`src/hdl/cit_pkg.sv`:
```
// shared types, constants and the microcode table of the catch-up interval timer
// used by cit_sequencer, cit_datapath and catchup_interval_timer_unit
// no dependencies
package cit_pkg;

  // catch-up limit per pulse and the firing counter width it needs
  localparam int unsigned MaxCatchup = 10;
  localparam int unsigned CntW       = $clog2(MaxCatchup + 1);

  // step counter
  localparam int unsigned PcW = 3;

  localparam logic [PcW-1:0] StepIdle     = PcW'(0);
  localparam logic [PcW-1:0] StepDispatch = PcW'(1);
  localparam logic [PcW-1:0] StepStatus   = PcW'(2);
  localparam logic [PcW-1:0] StepFire     = PcW'(3);
  localparam logic [PcW-1:0] StepEmit     = PcW'(4);

  // command codes
  localparam logic [1:0] CmdPulse = 2'd0;
  localparam logic [1:0] CmdStart = 2'd1;
  localparam logic [1:0] CmdKill  = 2'd2;

  // configuration register indexes
  localparam logic [1:0] CfgInterval = 2'd0;
  localparam logic [1:0] CfgRepeat   = 2'd1;
  localparam logic [1:0] CfgTrad     = 2'd2;

  // datapath action of one step
  typedef enum logic [1:0] {
    ActNone,
    ActCmd,
    ActFire
  } act_e;

  // result produced by one step
  typedef enum logic [1:0] {
    EmitNone,
    EmitFire,
    EmitStatus
  } emit_e;

  // branch condition of one step
  typedef enum logic [1:0] {
    JmpNever,
    JmpAlways,
    JmpFireStart,
    JmpMore
  } jcond_e;

  // one control word
  typedef struct packed {
    logic           in_rdy;
    act_e           act;
    emit_e          emit;
    jcond_e         jcond;
    logic [PcW-1:0] jtgt;
    logic [PcW-1:0] nxt;
  } uword_t;

  // qualified controls from sequencer to datapath
  typedef struct packed {
    logic  take;
    act_e  act;
    emit_e emit;
  } dp_ctrl_t;

  // datapath flags seen by the sequencer
  typedef struct packed {
    logic fire_start;
    logic more;
    logic out_free;
  } dp_stat_t;

  // microcode table
  function automatic uword_t ucode_rom(input logic [PcW-1:0] pc);
    uword_t w;
    w = '{in_rdy: 1'b0, act: ActNone, emit: EmitNone, jcond: JmpAlways,
          jtgt: StepIdle, nxt: StepIdle};
    unique case (pc)
      // wait for an input transfer
      StepIdle:     w = '{in_rdy: 1'b1, act: ActNone, emit: EmitNone,
                          jcond: JmpNever, jtgt: StepIdle, nxt: StepDispatch};
      // apply start/kill, branch into the firing loop on a due pulse
      StepDispatch: w = '{in_rdy: 1'b0, act: ActCmd, emit: EmitNone,
                          jcond: JmpFireStart, jtgt: StepFire, nxt: StepStatus};
      // single status result
      StepStatus:   w = '{in_rdy: 1'b0, act: ActNone, emit: EmitStatus,
                          jcond: JmpNever, jtgt: StepIdle, nxt: StepIdle};
      // one firing: advance time, count down repeats
      StepFire:     w = '{in_rdy: 1'b0, act: ActFire, emit: EmitNone,
                          jcond: JmpNever, jtgt: StepIdle, nxt: StepEmit};
      // firing result, loop while another firing is due
      StepEmit:     w = '{in_rdy: 1'b0, act: ActNone, emit: EmitFire,
                          jcond: JmpMore, jtgt: StepFire, nxt: StepIdle};
      default:      w = '{in_rdy: 1'b0, act: ActNone, emit: EmitNone,
                          jcond: JmpAlways, jtgt: StepIdle, nxt: StepIdle};
    endcase
    return w;
  endfunction

endpackage

```
`src/hdl/catchup_interval_timer_unit.sv`:
```
// top level of the catch-up interval timer: microcoded sequencer plus datapath
// depends on cit_pkg, cit_sequencer and cit_datapath
//
// usage
//   s_axis: one transfer per command; tuser holds the command (pulse, start,
//   kill), tdata holds the current time in ticks. s_axis_tready_o is high only
//   in the idle step, so one item is processed at a time.
//   m_axis: one transfer per result; tuser is the fired flag, tdata[0] is the
//   alive flag, tlast marks the final result of an item.
//   cfg: register writes (interval, repeat count, traditional mode), always
//   ready, to be written only while no item is in flight.
// step sequence
//   a non-firing item passes the idle, dispatch and status steps; a pulse that
//   fires passes idle and dispatch, then one fire step and one emit step per
//   firing, set by the microprogram loop.
// reset
//   timer dead, time and repeats zero, configuration zero, no result pending.
// back pressure
//   an emitting step holds until the output register is free; the held result
//   stays stable until m_axis_tready_i takes it.
module catchup_interval_timer_unit (
  input  logic        clk_i,
  input  logic        rst_ni,
  // input stream
  input  logic        s_axis_tvalid_i,
  output logic        s_axis_tready_o,
  input  logic [31:0] s_axis_tdata_i,   // [31:0] now
  input  logic [1:0]  s_axis_tuser_i,   // [1:0] command
  // result stream
  output logic        m_axis_tvalid_o,
  input  logic        m_axis_tready_i,
  output logic [7:0]  m_axis_tdata_o,   // [0] alive, [7:1] zero
  output logic        m_axis_tuser_o,   // [0] fired
  output logic        m_axis_tlast_o,
  // configuration writes
  input  logic        cfg_valid_i,
  output logic        cfg_ready_o,
  input  logic [1:0]  cfg_index_i,
  input  logic [31:0] cfg_data_i
);
  import cit_pkg::*;

  dp_ctrl_t ctrl;
  dp_stat_t stat;
  logic     out_alive;

  // step counter and microcode
  cit_sequencer u_seq (
    .clk_i      (clk_i),
    .rst_ni     (rst_ni),
    .in_valid_i (s_axis_tvalid_i),
    .in_ready_o (s_axis_tready_o),
    .stat_i     (stat),
    .ctrl_o     (ctrl)
  );

  // timer state and result register
  cit_datapath u_dp (
    .clk_i       (clk_i),
    .rst_ni      (rst_ni),
    .cfg_valid_i (cfg_valid_i),
    .cfg_index_i (cfg_index_i),
    .cfg_data_i  (cfg_data_i),
    .cmd_i       (s_axis_tuser_i),
    .now_i       (s_axis_tdata_i),
    .ctrl_i      (ctrl),
    .stat_o      (stat),
    .out_valid_o (m_axis_tvalid_o),
    .out_ready_i (m_axis_tready_i),
    .out_fired_o (m_axis_tuser_o),
    .out_alive_o (out_alive),
    .out_last_o  (m_axis_tlast_o)
  );

  // result packing
  assign m_axis_tdata_o = {7'b0, out_alive};
  assign cfg_ready_o    = 1'b1;

endmodule

```
`src/hdl/cit_sequencer.sv`:
```
// step counter and branch logic reading the microcode table
// depends on cit_pkg
module cit_sequencer (
  input  logic               clk_i,
  input  logic               rst_ni,
  input  logic               in_valid_i,
  output logic               in_ready_o,
  input  cit_pkg::dp_stat_t  stat_i,
  output cit_pkg::dp_ctrl_t  ctrl_o
);
  import cit_pkg::*;

  logic [PcW-1:0] pc_q, pc_d;
  uword_t         cw;
  logic           in_hold;
  logic           out_hold;
  logic           go;
  logic           jump;

  // fetch the control word
  assign cw = ucode_rom(pc_q);

  // a step holds while waiting for input or for the output slot
  assign in_hold  = cw.in_rdy && !in_valid_i;
  assign out_hold = (cw.emit != EmitNone) && !stat_i.out_free;
  assign go       = !in_hold && !out_hold;

  // branch condition
  always_comb begin
    case (cw.jcond)
      JmpAlways:    jump = 1'b1;
      JmpFireStart: jump = stat_i.fire_start;
      JmpMore:      jump = stat_i.more;
      default:      jump = 1'b0;
    endcase
  end

  // next step
  always_comb begin
    pc_d = pc_q;
    if (go) begin
      pc_d = jump ? cw.jtgt : cw.nxt;
    end
  end

  always_ff @(posedge clk_i or negedge rst_ni) begin
    if (!rst_ni) begin
      pc_q <= StepIdle;
    end else begin
      pc_q <= pc_d;
    end
  end

  // qualified controls
  assign in_ready_o  = cw.in_rdy;
  assign ctrl_o.take = cw.in_rdy && in_valid_i;
  assign ctrl_o.act  = go ? cw.act : ActNone;
  assign ctrl_o.emit = go ? cw.emit : EmitNone;

  // an accepted transfer is always followed by the dispatch step
  assert property (@(posedge clk_i) disable iff (!rst_ni)
    ctrl_o.take |=> (pc_q == StepDispatch))
    else $error("input transfer not followed by dispatch");

  // results are only produced from the two emitting steps
  assert property (@(posedge clk_i) disable iff (!rst_ni)
    (ctrl_o.emit != EmitNone) |-> (pc_q == StepStatus || pc_q == StepEmit))
    else $error("result emitted from a non-emitting step");

endmodule

```
`src/hdl/cit_datapath.sv`:
```
// timer state, configuration registers, compare logic and output register
// depends on cit_pkg
module cit_datapath (
  input  logic               clk_i,
  input  logic               rst_ni,
  // configuration writes
  input  logic               cfg_valid_i,
  input  logic [1:0]         cfg_index_i,
  input  logic [31:0]        cfg_data_i,
  // input payload
  input  logic [1:0]         cmd_i,
  input  logic [31:0]        now_i,
  // sequencer link
  input  cit_pkg::dp_ctrl_t  ctrl_i,
  output cit_pkg::dp_stat_t  stat_o,
  // result register
  output logic               out_valid_o,
  input  logic               out_ready_i,
  output logic               out_fired_o,
  output logic               out_alive_o,
  output logic               out_last_o
);
  import cit_pkg::*;

  logic [31:0]     interval_q;
  logic [30:0]     repeat_q;
  logic            trad_q;
  logic [1:0]      cmd_q;
  logic [31:0]     now_q;
  logic [31:0]     last_q, last_d;
  logic [30:0]     rep_q, rep_d;
  logic            dead_q, dead_d;
  logic [CntW-1:0] cnt_q, cnt_d;
  logic [31:0]     due_time;
  logic            due;
  logic [CntW-1:0] budget;
  logic            more;
  logic            oval_q, oval_d;
  logic            ofired_q, ofired_d;
  logic            oalive_q, oalive_d;
  logic            olast_q, olast_d;

  // configuration registers
  always_ff @(posedge clk_i or negedge rst_ni) begin
    if (!rst_ni) begin
      interval_q <= '0;
      repeat_q   <= '0;
      trad_q     <= 1'b0;
    end else if (cfg_valid_i) begin
      case (cfg_index_i)
        CfgInterval: interval_q <= cfg_data_i;
        CfgRepeat:   repeat_q   <= cfg_data_i[30:0];
        CfgTrad:     trad_q     <= cfg_data_i[0];
        default:     ;
      endcase
    end
  end

  // captured input item
  always_ff @(posedge clk_i) begin
    if (ctrl_i.take) begin
      cmd_q <= cmd_i;
      now_q <= now_i;
    end
  end

  // due compare, sum wraps at 32 bits
  assign due_time = last_q + interval_q;
  assign due      = (now_q >= due_time);
  assign budget   = trad_q ? CntW'(1) : CntW'(MaxCatchup);
  assign more     = !dead_q && (cnt_q < budget) && due;

  assign stat_o.fire_start = (cmd_q == CmdPulse) && !dead_q && due;
  assign stat_o.more       = more;
  assign stat_o.out_free   = !oval_q || out_ready_i;

  // timer state update
  always_comb begin
    last_d = last_q;
    rep_d  = rep_q;
    dead_d = dead_q;
    cnt_d  = cnt_q;
    case (ctrl_i.act)
      ActCmd: begin
        cnt_d = '0;
        if (cmd_q == CmdStart) begin
          last_d = now_q;
          rep_d  = repeat_q;
          dead_d = 1'b0;
        end else if (cmd_q == CmdKill) begin
          dead_d = 1'b1;
        end
      end
      ActFire: begin
        cnt_d  = cnt_q + CntW'(1);
        last_d = trad_q ? now_q : due_time;
        if (rep_q != '0) begin
          rep_d = rep_q - 31'd1;
          if (rep_q == 31'd1) begin
            dead_d = 1'b1;
          end
        end
      end
      default: ;
    endcase
  end

  always_ff @(posedge clk_i or negedge rst_ni) begin
    if (!rst_ni) begin
      last_q <= '0;
      rep_q  <= '0;
      dead_q <= 1'b1;
      cnt_q  <= '0;
    end else begin
      last_q <= last_d;
      rep_q  <= rep_d;
      dead_q <= dead_d;
      cnt_q  <= cnt_d;
    end
  end

  // output register, freed by a transfer and reloaded by an emitting step
  always_comb begin
    oval_d   = oval_q && !out_ready_i;
    ofired_d = ofired_q;
    oalive_d = oalive_q;
    olast_d  = olast_q;
    case (ctrl_i.emit)
      EmitFire: begin
        oval_d   = 1'b1;
        ofired_d = 1'b1;
        oalive_d = !dead_q;
        olast_d  = !more;
      end
      EmitStatus: begin
        oval_d   = 1'b1;
        ofired_d = 1'b0;
        oalive_d = !dead_q;
        olast_d  = 1'b1;
      end
      default: ;
    endcase
  end

  always_ff @(posedge clk_i or negedge rst_ni) begin
    if (!rst_ni) begin
      oval_q <= 1'b0;
    end else begin
      oval_q <= oval_d;
    end
  end

  always_ff @(posedge clk_i) begin
    ofired_q <= ofired_d;
    oalive_q <= oalive_d;
    olast_q  <= olast_d;
  end

  assign out_valid_o = oval_q;
  assign out_fired_o = ofired_q;
  assign out_alive_o = oalive_q;
  assign out_last_o  = olast_q;

  // firing count per pulse never passes the catch-up limit
  assert property (@(posedge clk_i) disable iff (!rst_ni)
    cnt_q <= CntW'(MaxCatchup))
    else $error("firing count beyond catch-up limit");

  // traditional mode fires once, so each firing result closes its item
  assert property (@(posedge clk_i) disable iff (!rst_ni)
    (ctrl_i.emit == EmitFire && trad_q) |=> olast_q)
    else $error("second firing in traditional mode");

  // a firing that kills the timer is the final result of its item
  assert property (@(posedge clk_i) disable iff (!rst_ni)
    (oval_q && ofired_q && !oalive_q) |-> olast_q)
    else $error("firing result after timer died");

endmodule

```
`config.mk`:
```
export PLATFORM = sky130hd
export DESIGN_NAME = catchup_interval_timer_unit
export DESIGN_NICKNAME = d
export VERILOG_FILES = /design/src/hdl/cit_pkg.sv /design/src/hdl/catchup_interval_timer_unit.sv /design/src/hdl/cit_sequencer.sv /design/src/hdl/cit_datapath.sv
export SDC_FILE = /design/constraint.sdc
export NUM_CORES = 1
export LEC_CHECK = 0
export BUFFER_PORTS_ARGS = -buffer_cell sky130_fd_sc_hd__buf_2
export CAP_MARGIN = 10
export CORE_MARGIN = 4
export CORE_UTILIZATION = 50
export DETAILED_ROUTE_END_ITERATION = 6
export GPL_TIMING_DRIVEN = 0
export PLACE_DENSITY = 0.75
export SLEW_MARGIN = 20
export SYNTH_ARGS = -nofsm -noshare
export SYNTH_HDL_FRONTEND = slang
export SYNTH_SLANG_ARGS = --single-unit
export TNS_END_PERCENT = 30
```
`constraint.sdc`:
```
create_clock -name clk_i -period 8.1 [get_ports clk_i]
set_clock_uncertainty 0.2 [all_clocks]
set_input_delay 1.215 -clock clk_i [delete_from_list [all_inputs] [get_ports clk_i]]
set_output_delay 1.215 -clock clk_i [all_outputs]
set_load 0.01 [all_outputs]
```
* Word-level counts from Yosys, hierarchy flattened *
Cells that the tools add are included.

operators by class
  $add $sub $neg = 3
  magnitude comparators = 2
  equal/unequal tests = 20
  multiplexer cells = 21
  reduce and logical (&&, ||, !) cells = 32

operators by type and width
  cell                     count
  $pmux W13 S5             1
  $mux W32                 2
  $pmux W32 S2             1
  $mux W31                 2
  $pmux W31 S2             1
  $add A32 B32 Y32         1
  $ge A32 B32 Y1           1
  $eq A31 B1 Y1 const B    1
  $reduce_bool A31 Y1      1
  $sub A31 B1 Y31 const B  1
  $eq A2 B2 Y1 const B     6
  $eq A2 B1 Y1 const B     5
  $logic_and A1 B1 Y1      9
  $logic_not A1 Y1         8
  $pmux W4 S2              1
  $reduce_and A2 Y1        4
  $eq A3 B2 Y1 const B     2
  $ne A2 B1 Y1 const B     3
  $pmux W1 S2              3
  $reduce_bool A2 Y1       3
  $mux W1                  5
  $add A4 B1 Y4 const B    1
  $logic_not A2 Y1         2
  $lt A4 B4 Y1             1
  12 further kinds         13

word-level totals
  bits in registers = 173
  input port bits = 73
  output and inout bits = 13
  word-level logic and storage cells = 92

* Depth between registers and ports, before layout *
  depth in word-level cells = 10
  depth in mapped cells = 19
  mapped depth without buffers = 19

* Cells and area by module *
Synthesis repeated with hierarchy kept, for this count alone.

second synthesis, totals
  cells, all modules = 962
  area total of the unflattened synthesis = 9840.7 sq um

by module, submodules not included
  module                       times used  cells each  area each (sq um)  sequential area each (sq um)
  cit_datapath                 1           932         9576.7             4440.5
  cit_sequencer                1           19          188.9              75.1
  catchup_interval_timer_unit  1           11          75.1               0.0

* Worst setup path before layout *
No wires, ideal clock.

  kind = register -> register
  start point = register u_dp.last_q[9]
  end point = register u_seq.pc_q[0]
  library setup time = 0.131 ns
  arrival = 3.578 ns
  required time = 7.769 ns
  slack = 4.192 ns
  stages on the path, launching flop included = 18
  buffers on the path = 0
  path through = dfrtp_1 ha_1 and2_4 a221o_1 or3_1 o22a_2 a21o_4 a41oi_2 xor2_1 ha_1 a21o_1 a21o_1 a21oi_1 o21ai_0 o2bb2ai_1 a21o_1 o2111ai_1 nand3b_1

between the ends
  word-level cells in the longest chain between the ends = 5

ends and longest elaborated chain
  element                                 RTL line                                source
  from (decl)                             cit_datapath.sv:30                      logic [31:0] last_q, last_d;
  from (signal assigned)                  cit_datapath.sv:115                     last_q <= last_d;
  $add A32 B32 Y32 *                      cit_datapath.sv:68                      assign due_time = last_q + interval_q;
  $ge A32 B32 Y1 *                        cit_datapath.sv:69                      assign due = (now_q >= due_time);
  $logic_and A1 B1 Y1 (on tied branches)  cit_datapath.sv:71, cit_datapath.sv:73
  $pmux W1 S3 *                           cit_sequencer.sv:30                     case (cw.jcond)
  $mux W3 *                               cit_sequencer.sv:42                     pc_d = jump ? cw.jtgt : cw.nxt;
  to (signal assigned)                    cit_sequencer.sv:48                     pc_q <= StepIdle;
  to (signal assigned)                    cit_sequencer.sv:50                     pc_q <= pc_d;
  to (decl)                               cit_sequencer.sv:13                     logic [PcW-1:0] pc_q, pc_d;

Mark *: on every way between the ends. The rest lies on a longest branch, timed or not.
A chain may end at the register's enable or synchronous reset.

* Worst setup path after layout *
  start point = register u_dp.interval_q[4]
  end point = register u_dp.olast_q (netlist: u_dp.out_last_o) (data pin)

between the ends
  word-level cells in the longest chain between the ends = 5

ends and longest elaborated chain
  element                 RTL line             source
  from (decl)             cit_datapath.sv:25   logic [31:0] interval_q;
  from (signal assigned)  cit_datapath.sv:51   CfgInterval: interval_q <= cfg_data_i;
  $add A32 B32 Y32        cit_datapath.sv:68
  $ge A32 B32 Y1          cit_datapath.sv:69
  $logic_and A1 B1 Y1     cit_datapath.sv:71   assign more = !dead_q && (cnt_q < budget) && due;
  $logic_not A1 Y1        cit_datapath.sv:133  olast_d = !more;
  $pmux W1 S2             cit_datapath.sv:128  case (ctrl_i.emit)
  via u_dp.olast_d        cit_datapath.sv:41   logic olast_q, olast_d;
  to (signal assigned)    cit_datapath.sv:156  olast_q <= olast_d;
  to (decl)               cit_datapath.sv:41

The timed path passes the listed nets, and every way through them passes these cells.

==> reports/metrics.csv <==
metric,value,unit
post-DP HPWL,18500,um
CP bufs+invs,0,
CP startpoint kind,flop,
Lkg Pwr,4.88,nW
fin nets,1225,
post-cts repair resize count,0,
worst-path cell chain,ha_1 -> nand2_1 -> o31ai_1 -> o2111a_1 -> o211ai_1 -> a21oi_1 -> nor2_1 -> xnor2_1 -> xnor2_1 -> ha_1 -> nand4_1 -> nor3_1 -> a211oi_1 -> o2bb2ai_1 -> a21o_1 -> nand3_1,
"count leader, synth",dfrtp_1,
Setup TNS Final,0,ns
"Top FF cell, synth",dfrtp_1,
P per Cell Area,400,mW/mm^2
Final Cell Area,0.0113,mm^2
antenna-violating nets left,0,
share of the synthesized area in the top cell type,34.0,%
CP Data Required Time,8.08,ns
worst r2r path cells,16,
Worst Path Max Fanout,4,
Max Freq,209,MHz
vias,7983,
Post-synth EDFFs,37,
Max clock buf depth,2,
clock slew at reported path FFs,0.08,ns
row count,51,
# IOs,86,
post-CTS setup buffers,0,
H-tree levels,4,
synthesized area,0.00994,mm^2
DRT iter0 DRCs,657,
Skew-Pair Late Insertion Delay,0.44,ns
xor/xnor cell area share of the yosys netlist,2.82,%
Total Wirelength,24900,um
Core Area,0.0195,mm^2
DR pass1 iterations,5,
Post-Synth Simple-Gate Area,13.8,%
syn avg cell area,10.2,um^2
"top cells by count, synth","135 x dfrtp_1, 90 x a21oi_1, 71 x ha_1",
Root Driver,clkbuf_16,
CTS tree,yes,
ys async rst share,78.6,%
Post-DP Area,0.0107,mm^2
total gr overflow,0,
headroom to the max-slew limit,28.5,%
library cells used by synthesis,72,
YS warnings,0,
outcome,"complete, no violations",
total track usage,23.0,%
FF-to-FF setup slack,3.33,ns
"Seq/Total Area, Yosys",45.4,%
R2R Path Start,u_dp.interval_q[4]$_DFFE_PN0P_,
first-pass GRT wire length,40500,um
Routed WL per cell,18.4,um
r2r endpoint,u_dp.out_last_o$_DFFE_PP_,
"CP delay by family, top",compound AO/OA/AOI/OAI gates,
Post-Synth Adder-Cell Area,9.14,%
DR vias/cell,5.88,
Period minus WS final,4.77,ns
Setup Crit Path Kind,flop to flop,
maximum vdd drop,213,uV
largest family of logic cells by synthesized area,compound AO/OA/AOI/OAI gates,
final setup violation count,0,
layout cell share with drive strength beyond 1,18.9,%
post-synthesis compound-gate area fraction,17.5,%
Tcrit/Tclk final,58.9,%
Critical Path AT,4.75,ns
Hold Crit Depth,2,
"Hold Vio Cnt, Final",0,
Max Cap Violations,0,
post-synthesis mux area share,7.98,%
worst slew pin tran,1.07,ns
number of antenna violations at the first check in global routing,0,
vias in the first global route,7906,
RSZ-0062 raised after global routing,no,
FILL cells,1729,
DR DRC count,0,
Starting Density,50.9,%
Worst Hold Launch,u_dp.last_q[0]$_DFFE_PN0P_,
Mapped Cells,977,
gp weighted congestion,0.884,
die height,149,um
TritonCTS Buffers,17,
Critical Path Max Stage Delay,0.59,ns
largest net degree at the start of global routing,102,
port buffer count,77,
Worst Hold End,u_dp.last_q[0]$_DFFE_PN0P_,
hold_buf cts,0,
# diodes,0,
clk sinks,173,
Critical Path Sink Type,flop,
Hold WC Path Type,flop to flop,
Final Max Slew Viols,0,
slowest CP cell,o31ai_1,
#FFs+latches synth,173,
die footprint,0.0222,mm^2
Synth area leaders,"dfrtp_1 34%, edfxtp_1 11%, ha_1 8.9%, mux2_2 7.5%, a21oi_1 4.5%",
Die X-Extent,149,um
Area Growth Syn to Fin,13.7,%
cell taking the most area after synthesis,dfrtp_1,
==> cells by family (layout without fill, tap and decap cells) <==
group                      after synthesis  count (layout)
other                                    2               8
AOI/OAI and AO/OA                      285             285
adders and majority gates               72              72
xor gates and xnor gates                32              32
DFF                                    173             173
buffers and inverters                   73             183
muxes                                   71              71
and+or+nand+nor                        269             269
==> cells in the final DEF, fill, tap and decap left out, drive strengths merged, types with 9 or more instances in the layout <==
master	Yosys	layout
dfrtp	135	135
buf	19	97
a21oi	91	91
o21ai	78	78
ha	71	71
nand2	67	67
mux2	66	66
clkbuf	34	52
nor2	49	49
nand3	44	44
edfxtp	37	37
a21o	28	28
inv	20	28
o22ai	27	27
nor3	24	24
xnor2	21	21
nand4	13	13
nand2b	11	11
xor2	11	11
and3	10	10
nor4	10	10
nor2b	9	9
o21a	9	9
a31oi	9	9
==> cell type report <==
type                    instances  area, um^2  share of cell area (%)
multi-input cells             737        5130                    45.4
flip-flops and latches        173        4520                    40.0
clock buffers                  18         439                    3.89
repair buffers                 78         423                    3.74
well taps                     265         332                    2.93
plain buffers                  53         246                    2.18
clock inverters                14         144                    1.27
inverters                      20        75.1                   0.664
==> state kept, by name, summed over array words and instances (netlist names), 2 cells and up <==
| name | count |
|---|---|
| u_dp.last_q | 32 |
| u_dp.repeat_q | 31 |
| u_dp.cmd_q | 2 |
| u_dp.rep_q | 31 |
| u_dp.interval_q | 32 |
| u_seq.pc_q | 3 |
| u_dp.cnt_q | 4 |
| u_dp.now_q | 32 |
==> metrics by stage <==
step | worst slack [ns] | hold slack (ns) | std cells | util [%] | total power [W]
5_1_grt | 2.94 | 0.321 | 1358 | 57.9 | 0.00489
3_5_place_dp | 3.40 | 0.286 | 1326 | 54.9 | 0.00366
3_3_place_gp | 3.45 | 0.277 | 1325 | 54.7 | 0.00360
6_report | 3.33 | 0.296 | 1358 | 57.9 | 0.00452
2_1_floorplan | 4.19 | 0.256 | 983 | - | 0.00307
4_1_cts | 3.36 | 0.301 | 1358 | 57.9 | 0.00450
==> power by group <==
| part | total [W] | internal (W) | switching (W) |
|---|---|---|---|
| Sequential | 0.00144 | 0.00119 | 0.000248 |
| Clock | 0.000812 | 0.000419 | 0.000393 |
| Combinational | 0.00228 | 0.000936 | 0.00134 |
==> layer usage <==
layer / vias up / wire (um) / track usage [%]
met5: - / 0 / 0
met4: 0 / 707 / 8.38
met3: 46 / 1360 / 3.80
met2: 263 / 11600 / 36.7
met1: 3836 / 11300 / 32.0
li1: 3838 / - / -
==> tightest hold or removal path, stage by stage, from the launching register on <==
cell,delay (ns)
dfrtp_1,0.35
nand2_1,0.05
o21ai_0,0.06
==> worst max-delay path by stage <==
| stage | startpoint | endpoint | slack (ns) | cells past startpoint |
|---|---|---|---|---|
| 2_1_floorplan | u_dp.last_q[9]$_DFFE_PN0P_ | u_seq.pc_q[0]$_DFFE_PN0P_ | 4.19 | 17 |
| 3_3_place_gp | u_dp.interval_q[3]$_DFFE_PN0P_ | u_dp.out_last_o$_DFFE_PP_ | 3.45 | 16 |
| 3_5_place_dp | u_dp.interval_q[3]$_DFFE_PN0P_ | u_dp.out_last_o$_DFFE_PP_ | 3.40 | 16 |
| 4_1_cts | u_dp.interval_q[3]$_DFFE_PN0P_ | u_dp.out_last_o$_DFFE_PP_ | 3.36 | 16 |
| 5_1_grt | u_dp.interval_q[3]$_DFFE_PN0P_ | u_dp.out_last_o$_DFFE_PP_ | 2.94 | 16 |
| 6_report | u_dp.interval_q[4]$_DFFE_PN0P_ | u_dp.out_last_o$_DFFE_PP_ | 3.33 | 16 |
Note: power is estimated with default switching activity, not from simulation.
